`config.mk`:
```
export PLATFORM = sky130hd
export DESIGN_NAME = http_header_field_tokenizer
export DESIGN_NICKNAME = d
export VERILOG_FILES = /design/src/rtl/htf_pkg.sv /design/src/rtl/http_header_field_tokenizer.sv /design/src/rtl/htf_front.sv /design/src/rtl/htf_queue.sv /design/src/rtl/htf_back.sv
export SDC_FILE = /design/constraint.sdc
export NUM_CORES = 1
export LEC_CHECK = 0
export BUFFER_PORTS_ARGS = -buffer_cell sky130_fd_sc_hd__buf_2
export CORE_ASPECT_RATIO = 2
export CORE_MARGIN = 2
export CORE_UTILIZATION = 50
export DETAILED_ROUTE_END_ITERATION = 8
export GPL_TIMING_DRIVEN = 1
export PLACE_DENSITY = 0.66
export SLEW_MARGIN = 20
export SYNTH_ARGS = -nofsm -noshare
export SYNTH_HDL_FRONTEND = slang
export SYNTH_SLANG_ARGS = --single-unit
```
`constraint.sdc`:
```
create_clock -name clk_i -period 4.7 [get_ports clk_i]
set_input_delay 1.41 -clock clk_i [delete_from_list [all_inputs] [get_ports clk_i]]
set_output_delay 1.41 -clock clk_i [all_outputs]
set_load 0.01 [all_outputs]
```
`src/rtl/htf_pkg.sv`:
```
`timescale 1ns / 1ps
// ----------------------------------------------------------------------------
// htf_pkg
// Types, constants and table functions shared by the header field tokenizer.
// ----------------------------------------------------------------------------
package htf_pkg;

  // configuration register indexes
  typedef enum logic {
    CFG_MAX_LINE_BYTES = 1'b0,
    CFG_MAX_FIELDS     = 1'b1
  } cfg_idx_e;

  localparam int unsigned CFG_DATA_W      = 16;
  localparam int unsigned LINE_CNT_W      = 16;
  localparam int unsigned FIELD_CNT_W     = 10;
  localparam logic [LINE_CNT_W-1:0]  DEF_LINE_BYTES = 16'd8190;
  localparam logic [FIELD_CNT_W-1:0] DEF_FIELDS     = 10'd100;
  localparam logic [7:0] FOLD_BYTE = 8'h20;

  // request queue between classifier and automaton
  localparam int unsigned QUEUE_DEPTH = 2;
  localparam int unsigned QPTR_W      = $clog2(QUEUE_DEPTH);
  localparam int unsigned QCNT_W      = $clog2(QUEUE_DEPTH + 1);

  typedef enum logic [2:0] {
    CLS_INVALID = 3'd0,
    CLS_VISIBLE = 3'd1,
    CLS_COLON   = 3'd2,
    CLS_TOKEN   = 3'd3,
    CLS_BLANK   = 3'd4,
    CLS_CR      = 3'd5,
    CLS_LF      = 3'd6
  } cls_e;

  typedef enum logic [3:0] {
    ST_FAILED       = 4'd0,
    ST_LINE_START   = 4'd1,
    ST_NAME         = 4'd2,
    ST_VALUE_LEAD   = 4'd3,
    ST_VALUE        = 4'd4,
    ST_EXPECT_LF    = 4'd5,
    ST_LINE_END     = 4'd6,
    ST_EXPECT_END_LF = 4'd7,
    ST_DONE         = 4'd8
  } state_e;

  typedef enum logic [2:0] {
    ACT_NONE    = 3'd0,
    ACT_NAME    = 3'd1,
    ACT_VALUE   = 3'd2,
    ACT_HOLD_WS = 3'd3,
    ACT_FOLD    = 3'd4,
    ACT_COMMIT  = 3'd5
  } act_e;

  typedef enum logic [2:0] {
    TK_NONE    = 3'd0,
    TK_NAME    = 3'd1,
    TK_VALUE   = 3'd2,
    TK_HOLD_WS = 3'd3,
    TK_FOLD    = 3'd4
  } tk_e;

  typedef enum logic [2:0] {
    STAT_IN_PROGRESS = 3'd0,
    STAT_COMPLETE    = 3'd1,
    STAT_MALFORMED   = 3'd2,
    STAT_LINE_LONG   = 3'd3,
    STAT_TOO_MANY    = 3'd4
  } status_e;

  typedef enum logic [1:0] {
    FC_NONE      = 2'd0,
    FC_MALFORMED = 2'd1,
    FC_LINE_LONG = 2'd2,
    FC_TOO_MANY  = 2'd3
  } fcause_e;

  typedef struct packed {
    logic [7:0] octet;
    logic       restart;
  } in_item_t;

  typedef struct packed {
    tk_e        token_kind;
    logic [7:0] token_byte;
    logic       field_end;
    status_e    status;
  } out_item_t;

  // classified request as it sits in the queue
  typedef struct packed {
    logic       restart;
    cls_e       cls;
    logic [7:0] octet;
    logic [7:0] octet_lc;
  } q_item_t;

  typedef struct packed {
    act_e   act;
    state_e nxt;
  } trans_t;

  // 3-bit class per byte 0..127 in a nibble each, eight per word, first byte in the top nibble
  localparam logic [31:0] CLASS_WORDS [16] = '{
    32'h00000000, 32'h04600500, 32'h00000000, 32'h00000000,
    32'h43133333, 32'h11331331, 32'h33333333, 32'h33211111,
    32'h13333333, 32'h33333333, 32'h33333333, 32'h33311133,
    32'h33333333, 32'h33333333, 32'h33333333, 32'h33313130
  };

  function automatic cls_e byte_class(input logic [7:0] b);
    logic [31:0] w;
    logic [2:0]  c;
    w = CLASS_WORDS[b[6:3]];
    c = w[{~b[2:0], 2'b00} +: 3];
    if (b[7]) begin
      return CLS_INVALID;
    end
    return cls_e'(c);
  endfunction

  function automatic logic [7:0] to_lower(input logic [7:0] b);
    return (b >= 8'h41 && b <= 8'h5a) ? (b + 8'h20) : b;
  endfunction

  // next state ST_FAILED means the byte is malformed here
  function automatic trans_t trans(input state_e st, input cls_e c);
    trans_t e;
    e = '{act: ACT_NONE, nxt: ST_FAILED};
    case (st)
      ST_LINE_START: begin
        case (c)
          CLS_TOKEN: e = '{act: ACT_NAME, nxt: ST_NAME};
          CLS_CR:    e = '{act: ACT_NONE, nxt: ST_EXPECT_END_LF};
          default:   e = '{act: ACT_NONE, nxt: ST_FAILED};
        endcase
      end
      ST_NAME: begin
        case (c)
          CLS_COLON: e = '{act: ACT_NONE, nxt: ST_VALUE_LEAD};
          CLS_TOKEN: e = '{act: ACT_NAME, nxt: ST_NAME};
          default:   e = '{act: ACT_NONE, nxt: ST_FAILED};
        endcase
      end
      ST_VALUE_LEAD: begin
        case (c)
          CLS_VISIBLE, CLS_COLON, CLS_TOKEN: e = '{act: ACT_VALUE, nxt: ST_VALUE};
          CLS_BLANK: e = '{act: ACT_NONE, nxt: ST_VALUE_LEAD};
          CLS_CR:    e = '{act: ACT_NONE, nxt: ST_EXPECT_LF};
          default:   e = '{act: ACT_NONE, nxt: ST_FAILED};
        endcase
      end
      ST_VALUE: begin
        case (c)
          CLS_VISIBLE, CLS_COLON, CLS_TOKEN: e = '{act: ACT_VALUE, nxt: ST_VALUE};
          CLS_BLANK: e = '{act: ACT_HOLD_WS, nxt: ST_VALUE};
          CLS_CR:    e = '{act: ACT_NONE, nxt: ST_EXPECT_LF};
          default:   e = '{act: ACT_NONE, nxt: ST_FAILED};
        endcase
      end
      ST_EXPECT_LF: begin
        case (c)
          CLS_LF:  e = '{act: ACT_NONE, nxt: ST_LINE_END};
          default: e = '{act: ACT_NONE, nxt: ST_FAILED};
        endcase
      end
      ST_LINE_END: begin
        // token starts the next field, blank is an obs-fold, CR ends the block
        case (c)
          CLS_TOKEN: e = '{act: ACT_COMMIT, nxt: ST_NAME};
          CLS_BLANK: e = '{act: ACT_FOLD, nxt: ST_VALUE_LEAD};
          CLS_CR:    e = '{act: ACT_COMMIT, nxt: ST_EXPECT_END_LF};
          default:   e = '{act: ACT_NONE, nxt: ST_FAILED};
        endcase
      end
      ST_EXPECT_END_LF: begin
        case (c)
          CLS_LF:  e = '{act: ACT_NONE, nxt: ST_DONE};
          default: e = '{act: ACT_NONE, nxt: ST_FAILED};
        endcase
      end
      default: e = '{act: ACT_NONE, nxt: ST_FAILED};
    endcase
    return e;
  endfunction

endpackage

```
`src/rtl/http_header_field_tokenizer.sv`:
```
`timescale 1ns / 1ps
// ----------------------------------------------------------------------------
// http_header_field_tokenizer
// HTTP header field tokenizer: classifies header bytes and emits one token
// with a status per request.
// ----------------------------------------------------------------------------
// Takes one header byte per cycle while in_stall_o is low and returns one
// result per byte, in order. Each byte is classified combinationally, held in
// the two-entry request queue, then stepped by the automaton into the output
// register; sustained throughput is one byte per cycle while the output is
// not stalled, set by the automaton step. The queue absorbs a stalled output,
// so input stall rises only once two requests wait. The limit registers must
// be written with cfg_we_i only while no request is in flight; the block
// itself does not enforce this. They reset to 8190 line bytes and 100 fields.
// No clearing pass is needed after reset.
module http_header_field_tokenizer import htf_pkg::*; (
  input  logic                  clk_i,
  input  logic                  rst_ni,
  input  logic                  cfg_we_i,
  input  cfg_idx_e              cfg_idx_i,
  input  logic [CFG_DATA_W-1:0] cfg_data_i,
  input  logic                  in_valid_i,
  output logic                  in_stall_o,
  input  in_item_t              in_data_i,
  output logic                  out_valid_o,
  input  logic                  out_stall_i,
  output out_item_t             out_data_o
);

  q_item_t cls_item;
  q_item_t q_item;
  logic    q_full;
  logic    q_valid;
  logic    q_pop;
  logic    push;

  assign in_stall_o = q_full;
  assign push       = in_valid_i && !q_full;

  htf_front u_front (
    .item_i (in_data_i),
    .item_o (cls_item)
  );

  htf_queue u_queue (
    .clk_i   (clk_i),
    .rst_ni  (rst_ni),
    .push_i  (push),
    .item_i  (cls_item),
    .full_o  (q_full),
    .pop_i   (q_pop),
    .valid_o (q_valid),
    .item_o  (q_item)
  );

  htf_back u_back (
    .clk_i       (clk_i),
    .rst_ni      (rst_ni),
    .cfg_we_i    (cfg_we_i),
    .cfg_idx_i   (cfg_idx_i),
    .cfg_data_i  (cfg_data_i),
    .q_valid_i   (q_valid),
    .q_item_i    (q_item),
    .q_pop_o     (q_pop),
    .out_valid_o (out_valid_o),
    .out_stall_i (out_stall_i),
    .out_data_o  (out_data_o)
  );

endmodule

```
`src/rtl/htf_front.sv`:
```
`timescale 1ns / 1ps
// ----------------------------------------------------------------------------
// htf_front
// Byte classifier: class table lookup and lowercase copy of each request.
// ----------------------------------------------------------------------------
module htf_front import htf_pkg::*; (
  input  in_item_t item_i,
  output q_item_t  item_o
);

  always_comb begin
    item_o.restart  = item_i.restart;
    item_o.cls      = byte_class(item_i.octet);
    item_o.octet    = item_i.octet;
    item_o.octet_lc = to_lower(item_i.octet);
  end

endmodule

```
`src/rtl/htf_queue.sv`:
```
`timescale 1ns / 1ps
// ----------------------------------------------------------------------------
// htf_queue
// Short FIFO of classified requests between classifier and automaton.
// ----------------------------------------------------------------------------
module htf_queue import htf_pkg::*; (
  input  logic    clk_i,
  input  logic    rst_ni,
  input  logic    push_i,
  input  q_item_t item_i,
  output logic    full_o,
  input  logic    pop_i,
  output logic    valid_o,
  output q_item_t item_o
);

  q_item_t           mem_q [QUEUE_DEPTH];
  logic [QPTR_W-1:0] wr_ptr_q, wr_ptr_d;
  logic [QPTR_W-1:0] rd_ptr_q, rd_ptr_d;
  logic [QCNT_W-1:0] cnt_q, cnt_d;

  assign full_o  = (cnt_q == QCNT_W'(QUEUE_DEPTH));
  assign valid_o = (cnt_q != '0);
  assign item_o  = mem_q[rd_ptr_q];

  always_comb begin
    wr_ptr_d = wr_ptr_q;
    rd_ptr_d = rd_ptr_q;
    cnt_d    = cnt_q;
    if (push_i) begin
      wr_ptr_d = (wr_ptr_q == QPTR_W'(QUEUE_DEPTH - 1)) ? '0 : wr_ptr_q + 1'b1;
    end
    if (pop_i) begin
      rd_ptr_d = (rd_ptr_q == QPTR_W'(QUEUE_DEPTH - 1)) ? '0 : rd_ptr_q + 1'b1;
    end
    if (push_i && !pop_i) begin
      cnt_d = cnt_q + 1'b1;
    end else if (pop_i && !push_i) begin
      cnt_d = cnt_q - 1'b1;
    end
  end

  always_ff @(posedge clk_i or negedge rst_ni) begin
    if (!rst_ni) begin
      wr_ptr_q <= '0;
      rd_ptr_q <= '0;
      cnt_q    <= '0;
    end else begin
      wr_ptr_q <= wr_ptr_d;
      rd_ptr_q <= rd_ptr_d;
      cnt_q    <= cnt_d;
    end
  end

  always_ff @(posedge clk_i) begin
    if (push_i) begin
      mem_q[wr_ptr_q] <= item_i;
    end
  end

  a_no_pop_empty: assert property (@(posedge clk_i) disable iff (!rst_ni)
    pop_i |-> cnt_q != '0)
    else $error("queue popped while empty");

  a_push_count: assert property (@(posedge clk_i) disable iff (!rst_ni)
    push_i && !pop_i |=> cnt_q == $past(cnt_q) + 1'b1)
    else $error("queue count did not follow a lone push");

endmodule

```
`src/rtl/htf_back.sv`:
```
`timescale 1ns / 1ps
// ----------------------------------------------------------------------------
// htf_back
// Field automaton: steps the parse state on each queued request, keeps the
// line and field limits, and registers one token per request.
// ----------------------------------------------------------------------------
module htf_back import htf_pkg::*; (
  input  logic                  clk_i,
  input  logic                  rst_ni,
  input  logic                  cfg_we_i,
  input  cfg_idx_e              cfg_idx_i,
  input  logic [CFG_DATA_W-1:0] cfg_data_i,
  input  logic                  q_valid_i,
  input  q_item_t               q_item_i,
  output logic                  q_pop_o,
  output logic                  out_valid_o,
  input  logic                  out_stall_i,
  output out_item_t             out_data_o
);

  logic [LINE_CNT_W-1:0]  max_line_q;
  logic [FIELD_CNT_W-1:0] max_fields_q;

  state_e                 pst_q, pst_d;
  logic [LINE_CNT_W-1:0]  lbc_q, lbc_d;
  logic [FIELD_CNT_W-1:0] fc_q, fc_d;
  fcause_e                fcause_q, fcause_d;

  logic      out_valid_q;
  out_item_t out_q, out_d;

  logic   active;
  logic   line_over;
  logic   field_over;
  trans_t entry;

  // take a request whenever the output register is free or draining
  assign q_pop_o = q_valid_i && (!out_valid_q || !out_stall_i);

  assign active     = (pst_q != ST_FAILED) && (pst_q != ST_DONE);
  assign line_over  = (lbc_q >= max_line_q);
  assign field_over = (fc_q >= max_fields_q);
  assign entry      = trans(pst_q, q_item_i.cls);

  // next state
  always_comb begin
    pst_d    = pst_q;
    lbc_d    = lbc_q;
    fc_d     = fc_q;
    fcause_d = fcause_q;
    if (q_pop_o) begin
      if (q_item_i.restart) begin
        pst_d    = ST_LINE_START;
        lbc_d    = '0;
        fc_d     = '0;
        fcause_d = FC_NONE;
      end else if (active) begin
        if (line_over) begin
          pst_d    = ST_FAILED;
          fcause_d = FC_LINE_LONG;
        end else begin
          lbc_d = lbc_q + 1'b1;
          if (entry.nxt == ST_FAILED) begin
            pst_d    = ST_FAILED;
            fcause_d = FC_MALFORMED;
          end else if (entry.act == ACT_COMMIT) begin
            if (field_over) begin
              pst_d    = ST_FAILED;
              fcause_d = FC_TOO_MANY;
            end else begin
              fc_d  = fc_q + 1'b1;
              lbc_d = '0;
              pst_d = entry.nxt;
            end
          end else begin
            pst_d = entry.nxt;
          end
        end
      end
    end
  end

  // token and status
  always_comb begin
    out_d            = '0;
    out_d.token_kind = TK_NONE;
    if (!q_item_i.restart && active && !line_over && entry.nxt != ST_FAILED) begin
      case (entry.act)
        ACT_COMMIT: begin
          if (!field_over) begin
            out_d.field_end = 1'b1;
            if (entry.nxt == ST_NAME) begin
              out_d.token_kind = TK_NAME;
              out_d.token_byte = q_item_i.octet_lc;
            end
          end
        end
        ACT_NAME: begin
          out_d.token_kind = TK_NAME;
          out_d.token_byte = q_item_i.octet_lc;
        end
        ACT_VALUE: begin
          out_d.token_kind = TK_VALUE;
          out_d.token_byte = q_item_i.octet;
        end
        ACT_HOLD_WS: begin
          out_d.token_kind = TK_HOLD_WS;
          out_d.token_byte = q_item_i.octet;
        end
        ACT_FOLD: begin
          out_d.token_kind = TK_FOLD;
          out_d.token_byte = FOLD_BYTE;
        end
        default: begin
          out_d.token_kind = TK_NONE;
        end
      endcase
    end
    case (pst_d)
      ST_DONE: out_d.status = STAT_COMPLETE;
      ST_FAILED: begin
        case (fcause_d)
          FC_LINE_LONG: out_d.status = STAT_LINE_LONG;
          FC_TOO_MANY:  out_d.status = STAT_TOO_MANY;
          default:      out_d.status = STAT_MALFORMED;
        endcase
      end
      default: out_d.status = STAT_IN_PROGRESS;
    endcase
  end

  always_ff @(posedge clk_i or negedge rst_ni) begin
    if (!rst_ni) begin
      max_line_q   <= DEF_LINE_BYTES;
      max_fields_q <= DEF_FIELDS;
      pst_q        <= ST_LINE_START;
      lbc_q        <= '0;
      fc_q         <= '0;
      fcause_q     <= FC_NONE;
      out_valid_q  <= 1'b0;
    end else begin
      if (cfg_we_i) begin
        case (cfg_idx_i)
          CFG_MAX_LINE_BYTES: max_line_q   <= cfg_data_i[LINE_CNT_W-1:0];
          CFG_MAX_FIELDS:     max_fields_q <= cfg_data_i[FIELD_CNT_W-1:0];
          default:            max_line_q   <= max_line_q;
        endcase
      end
      pst_q    <= pst_d;
      lbc_q    <= lbc_d;
      fc_q     <= fc_d;
      fcause_q <= fcause_d;
      if (q_pop_o) begin
        out_valid_q <= 1'b1;
      end else if (!out_stall_i) begin
        out_valid_q <= 1'b0;
      end
    end
  end

  always_ff @(posedge clk_i) begin
    if (q_pop_o) begin
      out_q <= out_d;
    end
  end

  assign out_valid_o = out_valid_q;
  assign out_data_o  = out_q;

  a_restart_clears: assert property (@(posedge clk_i) disable iff (!rst_ni)
    q_pop_o && q_item_i.restart |=>
      pst_q == ST_LINE_START && lbc_q == '0 && fc_q == '0 && fcause_q == FC_NONE)
    else $error("restart did not clear the parser");

  a_fail_has_cause: assert property (@(posedge clk_i) disable iff (!rst_ni)
    pst_q == ST_FAILED |-> fcause_q != FC_NONE)
    else $error("failed state without a cause");

  a_field_end_progress: assert property (@(posedge clk_i) disable iff (!rst_ni)
    out_valid_q && out_q.field_end |-> out_q.status == STAT_IN_PROGRESS)
    else $error("field end reported with a final status");

  a_final_ignores: assert property (@(posedge clk_i) disable iff (!rst_ni)
    q_pop_o && !q_item_i.restart && (pst_q == ST_FAILED || pst_q == ST_DONE) |=>
      out_q.token_kind == TK_NONE && !out_q.field_end && pst_q == $past(pst_q))
    else $error("byte not ignored after completion or failure");

endmodule
```
# Word-level counts from Yosys, hierarchy flattened
# Memories as Yosys holds them, arrays and structs flattened.
# Index checks and enable logic that the tools add are counted.
# totals
input_bits	31
rom_bits	512
out_inout_bits	17
reg_bits	78
mem_count	2
word_cells	146
mem_bits_rw	40
# mem_list
memory	words	width	rd	rd_ports_with_merged_regs	wr	line_no	rtl
(name not given)	16	32	1	0	0	htf_pkg.sv:116	w = CLASS_WORDS[b[6:3]];
u_queue.mem_q	2	20	1	0	1	htf_queue.sv:17	q_item_t mem_q [QUEUE_DEPTH];
# op_classes
n_mux	54
shifts	1
n_reduce_logical	32
n_bitwise	3
n_eq_ne	28
magnitude_cmp	5
addsub	7
# op_table
op	count
$mux 16	6
$mux 10	7
$mux 32	2
$pmux 7 s7	1
$pmux 6 s3	2
$mux 4	8
$pmux 8 s4	1
$shiftx 32x6->3	1
$pmux 7 s3	1
$pmux 5 s2	2
$mux 2	9
$add 16x1->16 const B	1
$eq 4x3->1 const B	4
$ge 16x16->1	1
$eq 3x3->1 const B	5
$pmux 3 s5	1
$eq 3x2->1 const B	4
$eq 4x2->1 const B	3
$pmux 3 s2	2
$add 10x1->10 const B	1
$ge 10x10->1	1
$logic_and 1x1->1	9
$mux 3	3
$mux 9	1
other kinds (28)	54

# Logic depth before layout (Yosys ltp)
# An unclocked memory read counts as a cell.
# depth
depth_word	15
ltp_mapped	11
ltp_nobuf	9

# Modules after synthesis
# A second synthesis with hierarchy kept.
# hier_totals
hier_cells	608
area_unflattened_um2	6570.1
# by_module_without_submodules
mod	cells_each	seq_area_each_um2	instances	area_each_um2
htf_back	468	1946.9	1	4425.5
htf_queue	78	1301.2	1	1709.1
htf_front	61	0.0	1	421.7
http_header_field_tokenizer	1	0.0	1	13.8

# Least setup slack after synthesis
# Ideal clock, no wire load.
# synth_timing
path_type	input-to-reg
startpoint	in out_stall_i
endpoint	reg u_back.lbc_q[12]
setup_ps	78
stages	8
arrival_ps	3124
n_path_buf	2
required_time_ps	4622
setup_slack_ps	1498
path_cell_list	nand2_1 > o21ai_0 > clkbuf_1 > inv_1 > nand2_1 > clkbuf_1 > or4_1 > a21oi_1
# synth_via
elab_chain_cells	4
# synth_lines
element	line_no	rtl
start: declaration	http_header_field_tokenizer.sv:26	input logic out_stall_i,
$logic_not 1->1	htf_back.sv:38	assign q_pop_o = q_valid_i && (!out_valid_q || !out_stall_i);
$logic_or 1x1->1	htf_back.sv:38	
$logic_and 1x1->1	htf_back.sv:38	
named net q_pop	http_header_field_tokenizer.sv:34	logic q_pop;
$reduce_and 3->1 (no line)	-	
end signal: assignment	htf_back.sv:150	lbc_q <= lbc_d;
end: declaration	htf_back.sv:25	logic [LINE_CNT_W-1:0] lbc_q, lbc_d;
# The timed path passes the listed nets, and every way through them passes these cells.
# A chain may end at the register's enable or synchronous reset.

# Worst setup path in the final report
# Ends and elaborated chain as after synthesis.

==> impl_metrics.env <==
export IMPL_yosysSeqAreaShare_pct=49.4
export IMPL_path_depth=9
export IMPL_grt_total_usage_pct=23.2
export IMPL_arrival_ns=3.51
export IMPL_crit_start="out_stall_i"
export IMPL_critical_path_top_delay_family="simple AND/OR/NAND/NOR gates"
export IMPL_required_ns=4.98
export IMPL_cp_cell_sequence="buf_2 -> nand2_1 -> o21ai_0 -> buf_4 -> inv_1 -> buf_4 -> nand2_1 -> or4_1 -> a21oi_1"
export IMPL_ys_flop_type="dfrtp_1"
export IMPL_top_usage_layer="met2"
export IMPL_io_pins=48
export IMPL_synthXorXnorAreaFrac_pct=1.32
export IMPL_avgSynthCellArea_sq_um=10.4
export IMPL_yosys_area_top_type_share_pct=22.6
export IMPL_drv_slew=0
export IMPL_clkSinkCount=108
export IMPL_clkLatencyLatePin_ns=0.35
export IMPL_p_sw_w=0.00125
export IMPL_vias_per_cell=6.05
export IMPL_cts_setup_buffers=0
export IMPL_setup_tns_final_ns=0
export IMPL_synth_top_cells_by_area="edfxtp_1 23%, dfrtp_1 20%, dfstp_2 7.0%, ha_1 6.5%, o21ai_0 3.5%"
export IMPL_yosys_area_share_adder_pct=6.50
export IMPL_ys_warn_count=0
export IMPL_tritoncts_num_buffers=9
export IMPL_hold_viol=0
export IMPL_hold_path_depth=2
export IMPL_wl_mm=13.9
export IMPL_htree_levels=3
export IMPL_ys_ff_latch=108
export IMPL_slowest_delay_ns=0.63
export IMPL_synth_top_family_by_area="compound AO/OA/AOI/OAI gates"
export IMPL_nFillCells=990
export IMPL_gr_usage_met3_pct=4.37
export IMPL_vias=4633
export IMPL_cts_root_buf="clkbuf_16"
export IMPL_relSlewSlack_pct=34.5
export IMPL_rsz0062_at_grt="no"
export IMPL_muxShareOfSynthArea_pct=5.53
export IMPL_rrSetupSlack_ns=1.48
export IMPL_p_total_w=0.00331
export IMPL_yosys_area_share_simple_pct=15.3
export IMPL_pwr_share_clk_pct=22.1
export IMPL_dp_hpwl_mm=10.6
export IMPL_start_util_pct=51.0
export IMPL_firstDrtPassIters=6
export IMPL_ff2ff_path_depth=7
export IMPL_cp_slowest_cell="or4_1"
export IMPL_globalRouteOverflowTotal=0
export IMPL_syn_nets=636
export IMPL_min_from="u_back.out_valid_o"
export IMPL_area_growth_pct=11.0
export IMPL_switching_share_pct=37.9
export IMPL_critPathMaxFanout=20
export IMPL_regArea_sq_um=2950
export IMPL_cts_buffer_depth=2
export IMPL_netlist_area_sq_um=5970
export IMPL_drtAntennaViolNets=0
export IMPL_outcome="complete, no violations"
export IMPL_finalSetupViolCount=0
export IMPL_multiInputGateArea_sq_um=2770
export IMPL_hp_class="flip-flop to flip-flop"
export IMPL_endpoint_kind="flip-flop"
export IMPL_num_rows=56
export IMPL_drt_iter0_drc=372
export IMPL_synthCells=574
export IMPL_post_cts_resized=0
export IMPL_internal_power_w=0.00205
export IMPL_ctsHoldBuffers=0
export IMPL_met1_usage_pct=22.3
export IMPL_post_route_period_util_pct=68.7
export IMPL_dieHeight_um=159
export IMPL_nets=678
export IMPL_numPortBuffers=47
export IMPL_crit_type="input pin to flip-flop"
export IMPL_fmax_ghz=0.310
export IMPL_gp_congestion=0.908
export IMPL_synth_edf_count=45
export IMPL_cts_tree="yes"
export IMPL_diodes=0
export IMPL_grt_antenna_before_repair=0
export IMPL_worst_pin_slew_ns=0.978
export IMPL_grt_pass1_wl_mm=22.7
export IMPL_drc=0
export IMPL_ys_types=71
export IMPL_comb_power_share_pct=35.7
export IMPL_wire_per_inst_um=18.1
export IMPL_vdd_drop_max_mv=0.240
export IMPL_critPathLaunchType="input pin"
export IMPL_synth_compound_area_share_pct=17.6
export IMPL_power_leakage_nw=2.77
export IMPL_core_area_sq_um=11700
export IMPL_critPathBufInv=4
export IMPL_powerDensity_nw_per_um2=499
export IMPL_async_flop_share_pct=58.3
export IMPL_timing_rr_start="u_queue.rd_ptr_q"
export IMPL_drive_gt1_share_pct=18.2
export IMPL_skew_ns=0.00709
export IMPL_seqPwrFrac_pct=42.2
export IMPL_dieArea_sq_um=12900
export IMPL_synth_largest_area_cell="edfxtp_1"
export IMPL_die_x_um=81.3
export IMPL_fin_crit_ns=3.23
export IMPL_clk_pin_slew_worst_paths_ns=0.08
export IMPL_grt_max_degree=37
export IMPL_cap_violations=0
export IMPL_grt_pass1_vias=4741
export IMPL_utilization_pct=56.6
export IMPL_use_met2_pct=44.3
[Yosys cell counts, drive strengths merged, types with 10 or more instances]
master / instances
o21ai: 45
mux2i: 15
nand3: 12
and3: 10
nor2: 30
clkbuf: 16
ha: 31
nand2: 55
o31ai: 12
dfstp: 16
dfrtp: 47
inv: 43
mux2: 15
edfxtp: 45
o21a: 14
nor3: 10
a21oi: 22
[area by class of cell]
class | instances | area share, %
tap | 145 | 2.74
sequential | 108 | 44.5
timing repair buffer | 53 | 4.23
multi-input combinational | 401 | 41.8
clock inverter | 7 | 0.925
clock buffer | 9 | 3.40
inverter | 43 | 2.44
[sequential cells by signal, summed over array words and instances (netlist names)]
| register | flops |
|---|---|
| u_queue.mem_q | 30 |
| u_back.fc_q | 10 |
| u_back.out_data_o | 15 |
| u_back.fcause_q | 2 |
| u_back.max_line_q | 16 |
| u_queue.rd_ptr_q | 1 |
| u_queue.cnt_q | 2 |
| u_back.max_fields_q | 10 |
| u_queue.wr_ptr_q | 1 |
| u_back.out_valid_o | 1 |
| u_back.lbc_q | 16 |
| u_back.pst_q | 4 |
[metal layers]
layer	share of wire [%]	up-vias
met5	0	-
met4	4.3	0
met3	3.8	39
met2	57	124
met1	35	2256
li1	-	2214
[kinds of logic (layout without fill, tap and decap cells)]
group,Yosys count,count (layout)
simple gates,175,175
compound gates,156,156
flops,108,108
buf+inv,65,112
fa+ha+maj,31,31
mux,30,30
xor+xnor,9,9
[layout by cell type (no fill, tap or decap), types with 4 or more instances in the layout]
| cell | count |
|---|---|
| edfxtp_1 | 45 |
| o22ai_1 | 9 |
| and3_1 | 10 |
| nand4_1 | 8 |
| clkbuf_16 | 9 |
| mux2i_1 | 13 |
| inv_1 | 43 |
| o211ai_1 | 5 |
| a21oi_1 | 22 |
| nand2_1 | 55 |
| nand2b_1 | 8 |
| ha_1 | 31 |
| xnor2_1 | 5 |
| or4_1 | 6 |
| nor4_1 | 6 |
| nand3_1 | 12 |
| nor3_1 | 9 |
| mux2_2 | 14 |
| xor2_1 | 4 |
| buf_2 | 47 |
| a211oi_1 | 7 |
| nor2_1 | 30 |
| and2_1 | 9 |
| o31ai_1 | 12 |
| buf_4 | 6 |
| dfrtp_1 | 47 |
| a31oi_1 | 9 |
| clkinvlp_4 | 4 |
| o21a_1 | 14 |
| dfstp_2 | 16 |
| o21ai_0 | 42 |
[worst register-to-register path: stages (launching register included)]
cell and delay (ns):
dfrtp_1 0.77, mux2i_1 0.62, nor2_1 0.20, o211a_1 0.28, o21ai_1 0.28, a311o_1 0.37, a221o_1 0.34, nor2_1 0.09
[final timing paths]
path | endpoint
worst max-delay path | u_back.lbc_q[12]
worst min-delay path | u_back.out_valid_o
worst max register to register | u_back.out_data_o[4]
worst min register to register | u_back.out_valid_o
max in group asynchronous | u_back.pst_q[0]
min in group asynchronous | u_back.fc_q[6]
[power by group through the flow]
stage                     sequential (W)  clock (W)  combinational (W)
final                            0.00140   0.000731            0.00118
after global routing             0.00143   0.000789            0.00131
after CTS                        0.00139   0.000746            0.00117
after detailed placement         0.00141          0            0.00117
after global placement           0.00140          0            0.00114
after floorplan                  0.00135          0           0.000880
[per-stage QoR]
step | std cells | setup slack [ns] | cell area, sq um | hold slack (ns)
after floorplan | 574 | 1.50 | 5970 | 0.454
after global placement | 750 | 1.16 | 6340 | 0.464
after detailed placement | 750 | 1.09 | 6340 | 0.472
after CTS | 766 | 1.46 | 6630 | 0.488
after global routing | 766 | 1.28 | 6630 | 0.526
final | 766 | 1.47 | 6630 | 0.481
(Power assumes the default switching activity.)
